**src/hw/rtl/rsag_pkg.sv**
```systemverilog
`timescale 1ns / 1ps
// ----------------------------------------------------------------------------
// rsag_pkg
// Shared widths, register codes and payload types of the rotate source
// address generator.
// ----------------------------------------------------------------------------
package rsag_pkg;

  localparam int COORD_W    = 12;
  localparam int DIM_W      = 13;
  localparam int COEF_W     = 16;
  localparam int STRIDE_W   = 14;
  localparam int ADDR_W     = 26;
  localparam int CFG_IDX_W  = 3;
  localparam int CFG_DATA_W = 16;
  localparam int ROT_STAGES = 4;

  localparam int MAX_DIM_DEF   = 4096;
  localparam int FRAC_BITS_DEF = 14;
  localparam int BPP_DEF       = 3;

  localparam logic signed [COEF_W-1:0] COS_RST    = 16'sd16384;
  localparam logic signed [COEF_W-1:0] SIN_RST    = 16'sd0;
  localparam logic        [DIM_W-1:0]  DIM_RST    = 13'd4096;
  localparam logic        [STRIDE_W-1:0] STRIDE_RST = 14'd12288;

  typedef enum logic [CFG_IDX_W-1:0] {
    CFG_COS_THETA     = 3'd0,
    CFG_SIN_THETA     = 3'd1,
    CFG_DEST_WIDTH    = 3'd2,
    CFG_DEST_HEIGHT   = 3'd3,
    CFG_SOURCE_WIDTH  = 3'd4,
    CFG_SOURCE_HEIGHT = 3'd5,
    CFG_SOURCE_STRIDE = 3'd6,
    CFG_DEST_STRIDE   = 3'd7
  } cfg_idx_t;

  typedef struct packed {
    logic signed [COEF_W-1:0] cos_theta;
    logic signed [COEF_W-1:0] sin_theta;
    logic [DIM_W-1:0]         dest_width;
    logic [DIM_W-1:0]         dest_height;
    logic [DIM_W-1:0]         source_width;
    logic [DIM_W-1:0]         source_height;
    logic [STRIDE_W-1:0]      source_stride;
    logic [STRIDE_W-1:0]      dest_stride;
  } cfg_regs_t;

  typedef struct packed {
    logic [COORD_W-1:0] dest_x;
    logic [COORD_W-1:0] dest_y;
  } in_word_t;

  typedef struct packed {
    logic               inside_res;
    logic [COORD_W-1:0] src_x;
    logic [COORD_W-1:0] src_y;
    logic [ADDR_W-1:0]  src_addr;
    logic [ADDR_W-1:0]  dst_addr;
  } out_word_t;

  typedef struct packed {
    logic [ROT_STAGES-1:0] stage_en;
    logic                  out_en;
  } pipe_en_t;

endpackage

```
**src/hw/rtl/rsag_cfg.sv**
```systemverilog
`timescale 1ns / 1ps
// ----------------------------------------------------------------------------
// rsag_cfg
// Configuration register file, written through a plain write port.
// ----------------------------------------------------------------------------
module rsag_cfg import rsag_pkg::*; (
  input  logic                  clk,
  input  logic                  rst_n,
  input  logic                  cfg_we,
  input  logic [CFG_IDX_W-1:0]  cfg_addr,
  input  logic [CFG_DATA_W-1:0] cfg_wdata,
  output cfg_regs_t             cfg_o
);

  cfg_regs_t regs_r;
  cfg_regs_t regs_nxt;

  always_comb begin
    regs_nxt = regs_r;
    if (cfg_we) begin
      case (cfg_idx_t'(cfg_addr))
        CFG_COS_THETA:     regs_nxt.cos_theta     = signed'(cfg_wdata);
        CFG_SIN_THETA:     regs_nxt.sin_theta     = signed'(cfg_wdata);
        CFG_DEST_WIDTH:    regs_nxt.dest_width    = cfg_wdata[DIM_W-1:0];
        CFG_DEST_HEIGHT:   regs_nxt.dest_height   = cfg_wdata[DIM_W-1:0];
        CFG_SOURCE_WIDTH:  regs_nxt.source_width  = cfg_wdata[DIM_W-1:0];
        CFG_SOURCE_HEIGHT: regs_nxt.source_height = cfg_wdata[DIM_W-1:0];
        CFG_SOURCE_STRIDE: regs_nxt.source_stride = cfg_wdata[STRIDE_W-1:0];
        CFG_DEST_STRIDE:   regs_nxt.dest_stride   = cfg_wdata[STRIDE_W-1:0];
        default:           regs_nxt = regs_r;
      endcase
    end
  end

  always_ff @(posedge clk) begin
    if (!rst_n) begin
      regs_r.cos_theta     <= COS_RST;
      regs_r.sin_theta     <= SIN_RST;
      regs_r.dest_width    <= DIM_RST;
      regs_r.dest_height   <= DIM_RST;
      regs_r.source_width  <= DIM_RST;
      regs_r.source_height <= DIM_RST;
      regs_r.source_stride <= STRIDE_RST;
      regs_r.dest_stride   <= STRIDE_RST;
    end else begin
      regs_r <= regs_nxt;
    end
  end

  assign cfg_o = regs_r;

endmodule

```
**src/hw/rtl/rsag_rotate.sv**
```systemverilog
`timescale 1ns / 1ps
// ----------------------------------------------------------------------------
// rsag_rotate
// Four-stage coordinate pipeline: centre offsets, coefficient products,
// fixed-point sums, then truncation toward zero and the bound check.
// ----------------------------------------------------------------------------
module rsag_rotate import rsag_pkg::*; #(
  parameter int MAX_DIM   = MAX_DIM_DEF,
  parameter int FRAC_BITS = FRAC_BITS_DEF
) (
  input  logic                  clk,
  input  logic [ROT_STAGES-1:0] stage_en,
  input  cfg_regs_t             cfg,
  input  in_word_t              in_data,
  output logic                  inside_o,
  output logic [COORD_W-1:0]    ux_o,
  output logic [COORD_W-1:0]    uy_o
);

  localparam int DX_W   = COORD_W + 1;
  localparam int PROD_W = DX_W + COEF_W;
  localparam int OFF_W  = COORD_W + FRAC_BITS + 1;
  localparam int SUM_W  = ((PROD_W > OFF_W) ? PROD_W : OFF_W) + 2;
  localparam int TR_W   = SUM_W - FRAC_BITS;
  localparam int CMP_W  = ((TR_W > DIM_W) ? TR_W : DIM_W) + 1;
  localparam logic signed [SUM_W-1:0] BIAS = SUM_W'((1 << FRAC_BITS) - 1);

  function automatic logic [DIM_W-1:0] clamp_dim(input logic [DIM_W-1:0] dim);
    return (32'(dim) > MAX_DIM) ? DIM_W'(MAX_DIM) : dim;
  endfunction

  logic [DIM_W-1:0] dw, dh, sw, sh;

  assign dw = clamp_dim(cfg.dest_width);
  assign dh = clamp_dim(cfg.dest_height);
  assign sw = clamp_dim(cfg.source_width);
  assign sh = clamp_dim(cfg.source_height);

  logic signed [DX_W-1:0]   dx_r, dy_r;
  logic signed [PROD_W-1:0] p_xc_r, p_ys_r, p_xs_r, p_yc_r;
  logic signed [SUM_W-1:0]  sx_r, sy_r;
  logic signed [OFF_W-1:0]  ox, oy;
  logic signed [SUM_W-1:0]  sx_nxt, sy_nxt;
  logic signed [SUM_W-1:0]  bx, by;
  logic [TR_W-1:0]          tx, ty;
  logic                     in_x, in_y;
  logic                     inside_r;
  logic [COORD_W-1:0]       ux_r, uy_r;

  assign ox = {1'b0, sw[DIM_W-1:1], {FRAC_BITS{1'b0}}};
  assign oy = {1'b0, sh[DIM_W-1:1], {FRAC_BITS{1'b0}}};

  assign sx_nxt = SUM_W'(p_xc_r) - SUM_W'(p_ys_r) + SUM_W'(ox);
  assign sy_nxt = SUM_W'(p_xs_r) + SUM_W'(p_yc_r) + SUM_W'(oy);

  assign bx = sx_r + (sx_r[SUM_W-1] ? BIAS : '0);
  assign by = sy_r + (sy_r[SUM_W-1] ? BIAS : '0);
  assign tx = bx[SUM_W-1:FRAC_BITS];
  assign ty = by[SUM_W-1:FRAC_BITS];

  assign in_x = !tx[TR_W-1] && (CMP_W'(tx) < CMP_W'(sw));
  assign in_y = !ty[TR_W-1] && (CMP_W'(ty) < CMP_W'(sh));

  always_ff @(posedge clk) begin
    if (stage_en[0]) begin
      dx_r <= signed'({1'b0, in_data.dest_x}) - signed'({1'b0, dw[DIM_W-1:1]});
      dy_r <= signed'({1'b0, in_data.dest_y}) - signed'({1'b0, dh[DIM_W-1:1]});
    end
    if (stage_en[1]) begin
      p_xc_r <= dx_r * cfg.cos_theta;
      p_ys_r <= dy_r * cfg.sin_theta;
      p_xs_r <= dx_r * cfg.sin_theta;
      p_yc_r <= dy_r * cfg.cos_theta;
    end
    if (stage_en[2]) begin
      sx_r <= sx_nxt;
      sy_r <= sy_nxt;
    end
    if (stage_en[3]) begin
      inside_r <= in_x && in_y;
      ux_r     <= (in_x && in_y) ? tx[COORD_W-1:0] : '0;
      uy_r     <= (in_x && in_y) ? ty[COORD_W-1:0] : '0;
    end
  end

  assign inside_o = inside_r;
  assign ux_o     = ux_r;
  assign uy_o     = uy_r;

endmodule

```
**src/hw/rtl/rsag_addr.sv**
```systemverilog
`timescale 1ns / 1ps
// ----------------------------------------------------------------------------
// rsag_addr
// Byte address pipeline and output word register.
// ----------------------------------------------------------------------------
module rsag_addr import rsag_pkg::*; #(
  parameter int BYTES_PER_PIXEL = BPP_DEF
) (
  input  logic               clk,
  input  pipe_en_t           pen,
  input  cfg_regs_t          cfg,
  input  in_word_t           in_data,
  input  logic               inside_i,
  input  logic [COORD_W-1:0] ux_i,
  input  logic [COORD_W-1:0] uy_i,
  output out_word_t          out_data
);

  localparam logic [ADDR_W-1:0] BPP = ADDR_W'(BYTES_PER_PIXEL);

  logic [COORD_W-1:0] x_r;
  logic [ADDR_W-1:0]  drow_r;
  logic [ADDR_W-1:0]  daddr_b_r, daddr_c_r, daddr_d_r;
  logic [ADDR_W-1:0]  saddr_nxt;
  out_word_t          out_r;

  assign saddr_nxt = ADDR_W'(uy_i) * ADDR_W'(cfg.source_stride) + ADDR_W'(ux_i) * BPP;

  always_ff @(posedge clk) begin
    if (pen.stage_en[0]) begin
      x_r    <= in_data.dest_x;
      drow_r <= ADDR_W'(in_data.dest_y) * ADDR_W'(cfg.dest_stride);
    end
    if (pen.stage_en[1]) begin
      daddr_b_r <= drow_r + ADDR_W'(x_r) * BPP;
    end
    if (pen.stage_en[2]) begin
      daddr_c_r <= daddr_b_r;
    end
    if (pen.stage_en[3]) begin
      daddr_d_r <= daddr_c_r;
    end
    if (pen.out_en) begin
      out_r.inside_res <= inside_i;
      out_r.src_x      <= ux_i;
      out_r.src_y      <= uy_i;
      out_r.src_addr   <= inside_i ? saddr_nxt : '0;
      out_r.dst_addr   <= daddr_d_r;
    end
  end

  assign out_data = out_r;

endmodule

```
**src/hw/rtl/rotate_source_address_gen.sv**
```systemverilog
`timescale 1ns / 1ps
// ----------------------------------------------------------------------------
// rotate_source_address_gen
// Nearest-neighbor inverse-rotation address generator for a pixel stream.
//
// Each input word carries one destination pixel coordinate. The matching
// output word gives the inside flag, the source coordinate, the source byte
// address and the destination byte address. Both channels use valid and
// stall; a word moves at a clock edge with valid high and stall low.
// The user must write sine, cosine, image sizes and strides through the cfg_
// port only while no word is in flight; the block does not enforce this.
// The pipeline has five register stages: centre offsets, coefficient
// products, fixed-point sums, the bound check and the output word
// register. One word is taken every cycle unless a receiver stall has
// filled every stage.
// Reset clears all valid bits and loads the default registers (angle zero,
// 4096 by 4096 images, stride 12288). When the receiver stalls, the output
// word holds and each stage moves on only into a free slot, so input is
// still taken until every stage is full.
// ----------------------------------------------------------------------------
module rotate_source_address_gen import rsag_pkg::*; #(
  parameter int MAX_DIM         = MAX_DIM_DEF,
  parameter int FRAC_BITS       = FRAC_BITS_DEF,
  parameter int BYTES_PER_PIXEL = BPP_DEF
) (
  input  logic                  clk,
  input  logic                  rst_n,
  input  logic                  in_valid,
  output logic                  in_stall,
  input  in_word_t              in_data,
  output logic                  out_valid,
  input  logic                  out_stall,
  output out_word_t             out_data,
  input  logic                  cfg_we,
  input  logic [CFG_IDX_W-1:0]  cfg_addr,
  input  logic [CFG_DATA_W-1:0] cfg_wdata
);

  cfg_regs_t             cfg;
  pipe_en_t              pen;
  logic [ROT_STAGES-1:0] v_r;
  logic [ROT_STAGES-1:0] v_nxt;
  logic                  out_valid_r;
  logic                  out_valid_nxt;
  logic                  src_hit;
  logic [COORD_W-1:0]    ux, uy;

  always_comb begin
    pen.out_en = !out_valid_r || !out_stall;
    pen.stage_en[ROT_STAGES-1] = !v_r[ROT_STAGES-1] || pen.out_en;
    for (int k = ROT_STAGES - 2; k >= 0; k--) begin
      pen.stage_en[k] = !v_r[k] || pen.stage_en[k+1];
    end
  end

  always_comb begin
    v_nxt = v_r;
    if (pen.stage_en[0]) begin
      v_nxt[0] = in_valid;
    end
    for (int k = 1; k < ROT_STAGES; k++) begin
      if (pen.stage_en[k]) begin
        v_nxt[k] = v_r[k-1];
      end
    end
    out_valid_nxt = pen.out_en ? v_r[ROT_STAGES-1] : out_valid_r;
  end

  always_ff @(posedge clk) begin
    if (!rst_n) begin
      v_r         <= '0;
      out_valid_r <= 1'b0;
    end else begin
      v_r         <= v_nxt;
      out_valid_r <= out_valid_nxt;
    end
  end

  assign in_stall  = !pen.stage_en[0];
  assign out_valid = out_valid_r;

  rsag_cfg u_cfg (
    .clk       (clk),
    .rst_n     (rst_n),
    .cfg_we    (cfg_we),
    .cfg_addr  (cfg_addr),
    .cfg_wdata (cfg_wdata),
    .cfg_o     (cfg)
  );

  rsag_rotate #(
    .MAX_DIM   (MAX_DIM),
    .FRAC_BITS (FRAC_BITS)
  ) u_rotate (
    .clk      (clk),
    .stage_en (pen.stage_en),
    .cfg      (cfg),
    .in_data  (in_data),
    .inside_o (src_hit),
    .ux_o     (ux),
    .uy_o     (uy)
  );

  rsag_addr #(
    .BYTES_PER_PIXEL (BYTES_PER_PIXEL)
  ) u_addr (
    .clk      (clk),
    .pen      (pen),
    .cfg      (cfg),
    .in_data  (in_data),
    .inside_i (src_hit),
    .ux_i     (ux),
    .uy_i     (uy),
    .out_data (out_data)
  );

endmodule

```
**config.mk**
```make
export PLATFORM = sky130hd
export DESIGN_NAME = rotate_source_address_gen
export DESIGN_NICKNAME = d
export VERILOG_FILES = /design/src/hw/rtl/rsag_pkg.sv /design/src/hw/rtl/rsag_cfg.sv /design/src/hw/rtl/rsag_rotate.sv /design/src/hw/rtl/rsag_addr.sv /design/src/hw/rtl/rotate_source_address_gen.sv
export SDC_FILE = /design/constraint.sdc
export NUM_CORES = 2
export LEC_CHECK = 0
export BUFFER_PORTS_ARGS = -buffer_cell sky130_fd_sc_hd__buf_2
export CAP_MARGIN = 40
export CORE_UTILIZATION = 60
export CTS_CLUSTER_SIZE = 40
export DETAILED_ROUTE_END_ITERATION = 16
export PLACE_DENSITY = 0.83
export SLEW_MARGIN = 20
export SYNTH_ARGS = -nofsm -noshare
export SYNTH_HDL_FRONTEND = slang
export SYNTH_SLANG_ARGS = --single-unit
```
**constraint.sdc**
```tcl
create_clock -name clk -period 8.4 [get_ports clk]
set_input_delay 1.26 -clock clk [delete_from_list [all_inputs] [get_ports clk]]
set_output_delay 1.26 -clock clk [all_outputs]
set_load 0.005 [all_outputs]
```
==> summary.txt <==
Run status
  – Status: finished clean

Clocking
  – Root buffer cell: clkbuf_16
  – Clock transition at the registers of the reported paths: about 0.06 ns
  – H-Tree Depth: 3
  – Hold_buf cts: 0
  – Longest Clk Path Bufs: 3
  – Worst-skew pair later-pin latency: between 0.6 and 0.7 ns
  – Sinks on Clock Net: roughly 540
  – CTS tree: yes
  – Cts bufs inserted: 66
  – Post-CTS setup buffer count: 0
  – Post-cts sizing count: 0

STA
  – Hold WS: between 0.4 and 0.5 ns
  – Period utilization: between 90 and 100%
  – RSZ-0062 raised after global routing: false
  – Max Slew Vio Count: 0
  – Max-Slew Margin vs Limit: between 30% and 40%
  – Final Hold Viols: 0
  – Final min period: a little under 8 ns
  – Fmax achieved: 129 MHz
  – Worst-Margin Slew: about 0.9 ns
  – Final setup viols: 0
  – Clock skew: roughly 0.058 ns
  – Setup total negative slack: 0 ns

Min path
  – Worst hold path startpoint: u_addr.daddr_b_r[2]
  – Endpoint, Worst Hold: u_addr.daddr_c_r[2]
  – Hold depth: 0
  – Worst Hold Class: reg2reg

Routing
  – 1st-pass router iterations: 6
  – Vias per std cell: just under 6
  – ANT nets after route: 0
  – Drt total wl: approximately 170000 um
  – DRC Markers: 0
  – Vias: around 48000
  – Initial DRC count: approximately 4400
  – Routed WL per cell: approximately 20 um

Power and ir drop
  – Total leakage power: ~35 nW
  – Peak supply drop: about 240 uV
  – Power density cells: 202 nW/um2

Layout
  – Commonest non-fill, non-tap cell in the layout: inv_1
  – Layout cells sized above 1: 5.45%
  – Non-Filler Instances: ~8300
  – Area Growth Syn to Fin: 7.36%
  – Final #Nets: between 8000 and 9000
  – Most frequent cells in the layout: inv_1, fa_1, nand2_1

Place
  – Gpl congestion: between 0.9 and 1
  – DP Cell Count: just over 8000
  – Post-DP HPWL: between 100000 and 150000 um
  – Buffers on Ports: between 100 and 150

Global routing
  – First-pass GRT wire length: ~270000 um
  – Initial antenna violation count: 6
  – Total grt overflow: 0
  – All-Layer GR Usage: about 31%
  – Vias in the first global route: 50600
  – Largest net degree at the start of global routing: 71

Critical path
  – Reg2reg path depth: 21
  – CP Launch Type: register
  – Critical R2R Launch: u_rotate.dx_r[6]
  – Crit. End Element: register
  – Reg2reg setup slack: between 0.6 and 0.7 ns
  – Setup CP Type: reg2reg
  – Worst R2R End: u_rotate.p_xc_r[28]
  – Critical Path RT: ~8.8 ns
  – Worst Path Max Fanout: 19
  – Worst EP arrival: around 8 ns

Yosys
  – Post-synthesis mux area share: less than 1%
  – Synth Area in Adders: a little over two fifths
  – Synth Instances: slightly below 7000
  – Post-Synth Simple-Gate Area: 15.0%
  – Mapped cell area: around 67000 um2
  – Main combinational cell family by area after synthesis: adder cells
  – Warnings, synthesis: 0
  – Fraction of the yosys area taken by sequential cells: 22.5%
  – Synth cell types: 74
  – Ys flop type: edfxtp_1
  – Post-Synth XOR/XNOR Area: under 10%
  – Net count after synthesis: 8454
  – Async SR Flop Fraction: 0%
  – Number of synthesized flops with an enable pin: approximately 420
  – Yosys reg bits: between 500 and 600
  – Syn Area/Cell: 9.90 um2
  – Compound-cell area share of the yosys netlist: under 10%

Floorplanning
  – Die H: ~330 um
  – Core footprint: around 110000 um2
  – Initial core utilization: ~60%
  – Die Width: around 330 um
  – # IOs: around 130
  – Die ar.: 112000 um2
  – FP Rows: 121

Job
  – Max Cap Viol: 0
## cell families (layout without fill, tap and decap cells)
| logic type | Yosys count | count (layout) |
|---|---|---|
| AND/OR/NAND/NOR | 2076 | 2076 |
| adder cells (fa/ha/maj) | 1685 | 1685 |
| buffers and inverters | 1473 | 1562 |
| AO/OA/AOI/OAI | 669 | 669 |
| flip-flops | 537 | 537 |
| XOR/XNOR | 276 | 276 |
| multiplexers | 5 | 5 |
| other | 0 | 4 |
## worst max path at each step
stage | slack (ns) | endpoint | startpoint | cells past startpoint
after floorplan | 2.00 | u_addr.drow_r[24] | in_data[3] | 19
after global placement | 1.16 | u_rotate.p_xc_r[28] | u_rotate.dx_r[4] | 19
after detailed placement | 0.68 | u_rotate.p_xc_r[28] | u_rotate.dx_r[3] | 22
after CTS | 0.64 | u_rotate.p_xc_r[28] | u_rotate.dx_r[3] | 22
after global routing | 0.32 | u_rotate.p_xc_r[28] | u_rotate.dx_r[1] | 21
final | 0.65 | u_rotate.p_xc_r[28] | u_rotate.dx_r[6] | 21
## per-layer routing
layer | part of all wire, % | wire length (um) | GRT usage, %
met5 | 0 | 0 | 0
met4 | 7.0 | 11600 | 18.9
met2 | 47 | 78800 | 50.1
met1 | 37 | 61900 | 37.8
met3 | 8.6 | 14300 | 5.44
## worst max-delay path: stages (launching register included)
cell	delay, ns
edfxtp_1	0.84
buf_4	0.40
and2_1	0.19
fa_1	0.43
ha_1	0.22
fa_1	0.49
inv_1	0.06
fa_1	0.54
inv_1	0.06
fa_1	0.37
ha_1	0.31
ha_1	0.35
a2111oi_0	0.63
o21ai_0	0.34
a211oi_1	0.60
o31ai_1	0.26
a21o_1	0.23
a21oi_1	0.26
o21ai_0	0.20
a311oi_1	0.39
a21oi_1	0.15
xnor2_1	0.16
## report_power, final
part	internal (W)	switching (W)
registers	0.00382	0.000466
logic	0.00285	0.00421
clock network	0.00179	0.00127
total	0.00847	0.00594
## synth_stat cells, types with 115 or more instances
| cell | number | area share, % |
|---|---|---|
| clkbuf_1 | 245 | 1.4 |
| ha_1 | 626 | 12 |
| nor2_1 | 229 | 1.3 |
| nand2_1 | 954 | 5.4 |
| inv_1 | 1213 | 6.8 |
| xnor2_1 | 205 | 2.7 |
| edfxtp_1 | 422 | 19 |
| dfxtp_1 | 115 | 3.5 |
| a21oi_1 | 152 | 1.1 |
| fa_1 | 1059 | 32 |
| a21boi_0 | 125 | 1.4 |
| and2_1 | 523 | 4.9 |
## final cells by class
type | instances | area (um2)
Fill cell | 8058 | 37900
Sequential cell | 537 | 15000
Clock buffer | 79 | 1750
Antenna cell | 4 | 10.0
Multi-Input combinational cell | 4711 | 46000
Timing Repair Buffer | 230 | 1680
Tap cell | 1476 | 1850
Clock inverter | 39 | 547
Inverter | 1214 | 4560
## sequential cells by signal, summed over array words and instances, names as in the netlist
register           cells
out_valid              1
u_addr.daddr_b_r      26
u_addr.daddr_c_r      26
u_addr.daddr_d_r      26
u_addr.drow_r         26
u_addr.out_data       77
u_addr.x_r            12
u_cfg.cfg_o          110
u_rotate.dx_r         13
u_rotate.dy_r         13
u_rotate.inside_o      1
u_rotate.p_xc_r       29
u_rotate.p_xs_r       29
u_rotate.p_yc_r       29
u_rotate.p_ys_r       29
u_rotate.sx_r         31
u_rotate.sy_r         31
u_rotate.ux_o         12
u_rotate.uy_o         12
v_r                    4
## metrics by stage
step	cell area (um2)	util (%)	setup WS (ns)	total power [W]
after floorplan	66500	-	2.00	0.00903
after global placement	68700	62.8	1.16	0.0108
after detailed placement	68900	63.0	0.683	0.0112
after CTS	71200	65.1	0.640	0.0143
after global routing	71400	65.3	0.321	0.0152
final	71400	65.3	0.652	0.0144
Note: power is estimated with default switching activity, not from simulation.
